--- src/sv/ndft_pkg.sv ---
`default_nettype none
package ndft_pkg;

  // Sample store geometry.
  localparam int unsigned SAMPLE_AW = 10;
  localparam int unsigned MAX_SAMPLES = 1 << SAMPLE_AW;
  localparam int unsigned CNT_W = SAMPLE_AW + 1;

  // Field and datapath widths.
  localparam int unsigned TIME_W = 32;
  localparam int unsigned VAL_W = 16;
  localparam int unsigned FREQ_W = 32;
  localparam int unsigned SUM_W = VAL_W + SAMPLE_AW + 1;
  localparam int unsigned D_W = VAL_W + 2;
  localparam int unsigned TRIG_W = 16;
  localparam int unsigned PROD_W = D_W + TRIG_W;
  localparam int unsigned ACC_W = 2 * VAL_W + SAMPLE_AW + 1;
  localparam int unsigned SQ_W = 2 * ACC_W;
  localparam int unsigned MAG_W = 42;

  // Cosine/sine table.
  localparam int unsigned TRIG_BITS = 10;
  localparam int unsigned TRIG_N = 1 << TRIG_BITS;
  localparam logic [63:0] PIO2_Q30 = 64'd1686629713;
  localparam logic [63:0] ONE_Q30 = 64'd1073741824;

  typedef logic [2*TRIG_W-1:0] trig_rom_t [TRIG_N];

  // Input item modes.
  localparam logic [1:0] MODE_LOAD = 2'd0;
  localparam logic [1:0] MODE_COMPUTE = 2'd1;
  localparam logic [1:0] MODE_CLEAR = 2'd2;

  // Configuration register indexes.
  localparam logic [1:0] REG_START = 2'd0;
  localparam logic [1:0] REG_STOP = 2'd1;
  localparam logic [1:0] REG_STEP = 2'd2;

  typedef struct packed {
    logic [FREQ_W-1:0] start;
    logic [FREQ_W-1:0] stop;
    logic [FREQ_W-1:0] step;
  } cfg_t;

  // Commands from the controller to the datapath.
  typedef struct packed {
    logic load;
    logic clear;
    logic div_start;
    logic mac_start;
    logic sq_start;
    logic root_start;
  } cmd_t;

  // Status from the datapath to the controller.
  typedef struct packed {
    logic empty;
    logic div_done;
    logic mac_done;
    logic sq_done;
    logic root_done;
  } sts_t;

  // Clamp a Q30 value to [0, 1] and round it to Q15.
  function automatic logic [TRIG_W-1:0] q30_to_q15(longint v);
    longint w;
    longint u;
    w = v;
    if (w < 0) w = 0;
    if (w > longint'(ONE_Q30)) w = longint'(ONE_Q30);
    u = (w + 16384) >>> 15;
    if (u > 32767) u = 32767;
    return u[TRIG_W-1:0];
  endfunction

  // One table entry: cosine in the upper half, sine in the lower half.
  function automatic logic [2*TRIG_W-1:0] trig_entry(int unsigned k);
    logic [31:0] a;
    logic [63:0] theta;
    logic [63:0] t2;
    logic [63:0] ts;
    logic [63:0] tc;
    longint ss;
    longint cs;
    logic [TRIG_W-1:0] s;
    logic [TRIG_W-1:0] c;
    logic [2*TRIG_W-1:0] res;
    a = 32'(k) << (32 - TRIG_BITS);
    theta = ({34'd0, a[29:0]} * PIO2_Q30) >> 30;
    t2 = (theta * theta) >> 30;
    ts = theta;
    tc = ONE_Q30;
    ss = longint'(theta);
    cs = longint'(ONE_Q30);
    for (int unsigned j = 1; j <= 8; j++) begin
      ts = ((ts * t2) >> 30) / 64'((2 * j) * (2 * j + 1));
      tc = ((tc * t2) >> 30) / 64'((2 * j - 1) * (2 * j));
      if (j[0]) begin
        ss = ss - longint'(ts);
        cs = cs - longint'(tc);
      end else begin
        ss = ss + longint'(ts);
        cs = cs + longint'(tc);
      end
    end
    s = q30_to_q15(ss);
    c = q30_to_q15(cs);
    case (a[31:30])
      2'd0: res = {c, s};
      2'd1: res = {-s, c};
      2'd2: res = {-c, -s};
      default: res = {s, -c};
    endcase
    return res;
  endfunction

  function automatic trig_rom_t build_trig();
    trig_rom_t t;
    for (int unsigned k = 0; k < TRIG_N; k++) begin
      t[k] = trig_entry(k);
    end
    return t;
  endfunction

endpackage
`default_nettype wire

--- src/sv/ndft_ctrl.sv ---
`default_nettype none
module ndft_ctrl (
  input  wire logic                          clk_i,
  input  wire logic                          rst_ni,
  input  wire ndft_pkg::cfg_t                cfg_i,
  input  wire logic                          cfg_wr_i,
  input  wire logic                          in_valid_i,
  output logic                               in_stall_o,
  input  wire logic [1:0]                    mode_i,
  output ndft_pkg::cmd_t                     cmd_o,
  input  wire ndft_pkg::sts_t                sts_i,
  output logic [ndft_pkg::FREQ_W-1:0]        freq_o,
  input  wire logic [ndft_pkg::MAG_W-1:0]    mag_i,
  output logic                               out_valid_o,
  input  wire logic                          out_stall_i,
  output logic [ndft_pkg::FREQ_W-1:0]        frequency_o,
  output logic [ndft_pkg::MAG_W-1:0]         magnitude_o,
  output logic                               is_last_o,
  output logic                               status_o
);

  localparam int unsigned FW = ndft_pkg::FREQ_W;

  typedef enum logic [5:0] {
    ST_IDLE = 6'b000001,
    ST_DIV  = 6'b000010,
    ST_MAC  = 6'b000100,
    ST_SQR  = 6'b001000,
    ST_ROOT = 6'b010000,
    ST_OUT  = 6'b100000
  } state_e;

  state_e          state_q, state_d;
  logic [FW:0]     cur_q, cur_d;
  logic            fresh_q, fresh_d;
  logic [FW:0]     next_q, next_d;
  logic            last_q, last_d;
  logic            err_q, err_d;
  logic [FW-1:0]   freq_q, freq_d;
  logic            ov_q, ov_d;
  logic [FW-1:0]   ofreq_q, ofreq_d;
  logic [ndft_pkg::MAG_W-1:0] omag_q, omag_d;
  logic            olast_q, olast_d;
  logic            ostat_q, ostat_d;
  logic            accept;
  logic [FW:0]     cur_eff;
  logic [FW:0]     nxt;
  logic            out_free;

  assign in_stall_o = (state_q != ST_IDLE);
  assign accept = in_valid_i && !in_stall_o;
  assign cur_eff = fresh_q ? {1'b0, cfg_i.start} : cur_q;
  assign nxt = cur_eff + {1'b0, cfg_i.step};
  assign out_free = !ov_q || !out_stall_i;
  assign freq_o = freq_q;

  // Sequencer and sweep bookkeeping.
  always_comb begin
    state_d = state_q;
    cur_d = cur_q;
    fresh_d = fresh_q;
    next_d = next_q;
    last_d = last_q;
    err_d = err_q;
    freq_d = freq_q;
    ov_d = ov_q && out_stall_i;
    ofreq_d = ofreq_q;
    omag_d = omag_q;
    olast_d = olast_q;
    ostat_d = ostat_q;
    cmd_o = '0;
    if (cfg_wr_i) fresh_d = 1'b1;
    case (state_q)
      ST_IDLE: begin
        if (accept) begin
          case (mode_i)
            ndft_pkg::MODE_LOAD: cmd_o.load = 1'b1;
            ndft_pkg::MODE_CLEAR: begin
              cmd_o.clear = 1'b1;
              fresh_d = 1'b1;
            end
            ndft_pkg::MODE_COMPUTE: begin
              if (cur_eff > {1'b0, cfg_i.stop}) begin
                fresh_d = 1'b1;
              end else begin
                freq_d = cur_eff[FW-1:0];
                next_d = nxt;
                last_d = nxt > {1'b0, cfg_i.stop};
                err_d = sts_i.empty;
                if (sts_i.empty) begin
                  state_d = ST_OUT;
                end else begin
                  cmd_o.div_start = 1'b1;
                  state_d = ST_DIV;
                end
              end
            end
            default: ;
          endcase
        end
      end
      ST_DIV: begin
        if (sts_i.div_done) begin
          cmd_o.mac_start = 1'b1;
          state_d = ST_MAC;
        end
      end
      ST_MAC: begin
        if (sts_i.mac_done) begin
          cmd_o.sq_start = 1'b1;
          state_d = ST_SQR;
        end
      end
      ST_SQR: begin
        if (sts_i.sq_done) begin
          cmd_o.root_start = 1'b1;
          state_d = ST_ROOT;
        end
      end
      ST_ROOT: begin
        if (sts_i.root_done) state_d = ST_OUT;
      end
      ST_OUT: begin
        if (out_free) begin
          ov_d = 1'b1;
          ofreq_d = freq_q;
          omag_d = err_q ? '0 : mag_i;
          olast_d = last_q;
          ostat_d = err_q;
          if (last_q) begin
            fresh_d = 1'b1;
          end else begin
            cur_d = next_q;
            fresh_d = 1'b0;
          end
          state_d = ST_IDLE;
        end
      end
      default: state_d = ST_IDLE;
    endcase
  end

  always_ff @(posedge clk_i or negedge rst_ni) begin
    if (!rst_ni) begin
      state_q <= ST_IDLE;
      cur_q <= '0;
      fresh_q <= 1'b1;
      ov_q <= 1'b0;
    end else begin
      state_q <= state_d;
      cur_q <= cur_d;
      fresh_q <= fresh_d;
      ov_q <= ov_d;
    end
  end

  always_ff @(posedge clk_i) begin
    next_q <= next_d;
    last_q <= last_d;
    err_q <= err_d;
    freq_q <= freq_d;
    ofreq_q <= ofreq_d;
    omag_q <= omag_d;
    olast_q <= olast_d;
    ostat_q <= ostat_d;
  end

  assign out_valid_o = ov_q;
  assign frequency_o = ofreq_q;
  assign magnitude_o = omag_q;
  assign is_last_o = olast_q;
  assign status_o = ostat_q;

endmodule
`default_nettype wire

--- config.mk ---
export PLATFORM = sky130hd
export DESIGN_NAME = ndft_ctrl
export DESIGN_NICKNAME = d
export VERILOG_FILES = /design/src/sv/ndft_pkg.sv /design/src/sv/ndft_ctrl.sv
export SDC_FILE = /design/constraint.sdc
export NUM_CORES = 1
export LEC_CHECK = 0
export BUFFER_PORTS_ARGS = -buffer_cell sky130_fd_sc_hd__buf_2
export CORE_MARGIN = 3
export CORE_UTILIZATION = 51
export DETAILED_ROUTE_END_ITERATION = 8
export PLACE_DENSITY_LB_ADDON = 0.05
export SLEW_MARGIN = 0
export SYNTH_ARGS = -nofsm -noshare
export SYNTH_HDL_FRONTEND = slang
export SYNTH_SLANG_ARGS = --single-unit
--- constraint.sdc ---
create_clock -name clk_i -period 14.43 [get_ports clk_i]
set_input_delay 1.443 -clock clk_i [delete_from_list [all_inputs] [get_ports clk_i]]
set_output_delay 1.443 -clock clk_i [all_outputs]
set_load 0.01 [all_outputs]
==> reports/metrics.cfg <==
[hold_path]
min_path_type=register to register
min_to=frequency_o[11]
whs_path_depth=0
min_from=freq_o[11]

[floorplan]
core_area_um2=19000
chipWidth_um=146
dieArea_um2=21200
initial_core_util=0.525
rows=50
die_y_um=146
io_pins=266

[synth]
yosys_warnings=0
synth_commonest_cells=edfxtp_1 (143), ha_1 (99), mux2_2 (65), nor2b_1 (48)
synth_nets=1043
yosysTopAreaCell=edfxtp_1
yosysMostFrequentCell=edfxtp_1
post_synth_num_cell_types=68
synthFlopType=edfxtp_1
synth.area.top_cells=edfxtp_1 (43%), ha_1 (12%), dfrtp_1 (9.8%)
synth_cells=793
ys_seq_area_frac=0.534
netlist_area_um2=9960
avgSynthCellArea_um2=12.6
synth.top_cell.area_share=0.431
synth_edf_count=143
async_flop_share=0.223
ys_seq_elements=184

[power]
p_leak_nw=5.51
p_per_area_nw_per_um2=182
ir_worst_vdd_mv=0.0852

[sta]
setup_viol=0
period_needed_ns=5.65
fin_setup_tns_ns=0
max_freq_mhz=177
fin_crit_sh=0.392
hold_viol=0
slew_headroom=0.257
skew_ns=0.0128
rsz0062_at_grt=false
maxSlewViolCount=0
tightest_slew_ns=1.11

[cells_and_area]
nets=1311
n_fill_cell=1579
utilization=0.645
seqCellArea_um2=5320
drive_gt1_frac=0.362
syn2layout_area_growth_pct=22.8
multiInputGateArea_um2=4400
stdcell_area_um2=12200

[critical_path]
cp-startpoint=fresh_q
crit_path_start_kind=register
worstRegToRegCells=19
r2r-start=fresh_q
arrival_ns=4.21
ff2ff_setup_slack_ns=8.92
end_kind=output port
worstReg2RegEnd=last_q
path_class=register to output port
cp_max_fo=22
worstPathRequired_ns=12.99

[placed_design]
placed_area_um2=11600
gp_congestion=0.896
io_buffers=265
hpwl_um=18800

[clock_tree]
holdBufCountCts=0
cts-root-buf=clkbuf_16
cts_buffers=17
cts.htree.levels=4
clk_latency_ns=0.44
clkTransAtPathRegs_ns=0.07
post_cts_buffers=0
cts-resized-gates=0
cts_max_path_buffers=2
cts_tree=done
cts_sinks=184

[grt]
first_global_vias=7511
top_usage_layer=met2
grtUsageMet2=0.404
grt_usage=0.237
gr-total-overflow=0
gr-usage-met1=0.305
grt_pass1_wl_um=40000
grt.met3_usage=0.0505
antenna_found_initial=3
grt_max_degree=79

[routing]
viasPerCell=5.38
wl_per_cell_um=18.6
dr.pass1.iters=6
drc=0
ant_nets=0
wl_um=24900
dr_total_vias=7185
first_iter_violations=280

[outcome]
status=complete, no violations

[job]
max-cap-violations=0

-- flip-flops by register name (all words and copies together), names as in the netlist --
name / flops
cur_q: 33
err_q: 1
freq_o: 32
frequency_o: 32
fresh_q: 1
is_last_o: 1
last_q: 1
magnitude_o: 42
next_q: 33
out_valid_o: 1
state_q: 6
status_o: 1
-- worst max-delay path by stage --
stage / to / slack, ns / cells past startpoint
after floorplan: err_q / 6.15 / 10
after global placement: last_q / 8.69 / 21
after detailed placement: last_q / 8.59 / 21
after CTS: cmd_o[3] / 8.72 / 10
after global routing: cmd_o[3] / 8.35 / 10
final: cmd_o[3] / 8.78 / 10
-- cells in the final DEF (no fill, tap or decap), types with 25 or more instances in the layout --
| cell | count |
|---|---|
| a21o_1 | 39 |
| mux2_2 | 65 |
| a21oi_1 | 44 |
| nand2_1 | 29 |
| nor2_1 | 34 |
| inv_1 | 45 |
| o21ai_0 | 25 |
| edfxtp_1 | 143 |
| ha_1 | 99 |
| buf_2 | 265 |
| dfrtp_1 | 39 |
| nor2b_1 | 47 |
-- kinds of logic (layout without fill, tap and decap cells) --
family | after synthesis | after routing | synth area share
simple gates | 186 | 186 | 0.101
xor+xnor | 30 | 30 | 0.0264
fa+ha+maj | 100 | 100 | 0.126
other cells | 0 | 2 | 0
flops | 184 | 184 | 0.534
compound gates | 160 | 160 | 0.111
mux | 66 | 66 | 0.0745
buf+inv | 67 | 348 | 0.0259
-- layer usage --
metal	wire length [um]	up-vias
li1	-	3518
met1	11000	3423
met2	12100	212
met3	1400	30
met4	410	2
met5	20	-
-- where the power goes --
part / total, mW / switching [mW] / internal [mW]
sequential: 0.766 / 0.0460 / 0.720
clock: 0.502 / 0.222 / 0.280
combinational: 0.956 / 0.537 / 0.419
-- critical path, cell delays in order, from the launching register on --
cell	delay [ns]
dfstp_2	0.74
buf_4	0.43
mux2_2	0.42
ha_1	0.30
nand4_1	0.21
nor4_1	0.53
o31a_1	0.21
o21ai_0	0.11
a21oi_1	0.54
nor2_1	0.11
buf_2	0.16
-- through the flow --
stage / power, mW / setup slack, ns / std cells / hold WS [ns]
after floorplan: 1.47 / 6.15 / 793 / 0.451
after global placement: 1.71 / 8.69 / 1302 / 0.425
after detailed placement: 1.73 / 8.59 / 1302 / 0.431
after CTS: 2.23 / 8.72 / 1334 / 0.445
after global routing: 2.39 / 8.35 / 1336 / 0.458
final: 2.22 / 8.78 / 1336 / 0.444
-- cell type report --
cell class,count,area share
multi-input combinational,542,0.360
clock inverter,15,0.0168
clock buffer,17,0.0348
timing repair buffer,271,0.112
inverter,45,0.0138
sequential,184,0.435
tap,260,0.0266
antenna,2,0.000409
Power figures use the tool's default switching activity.
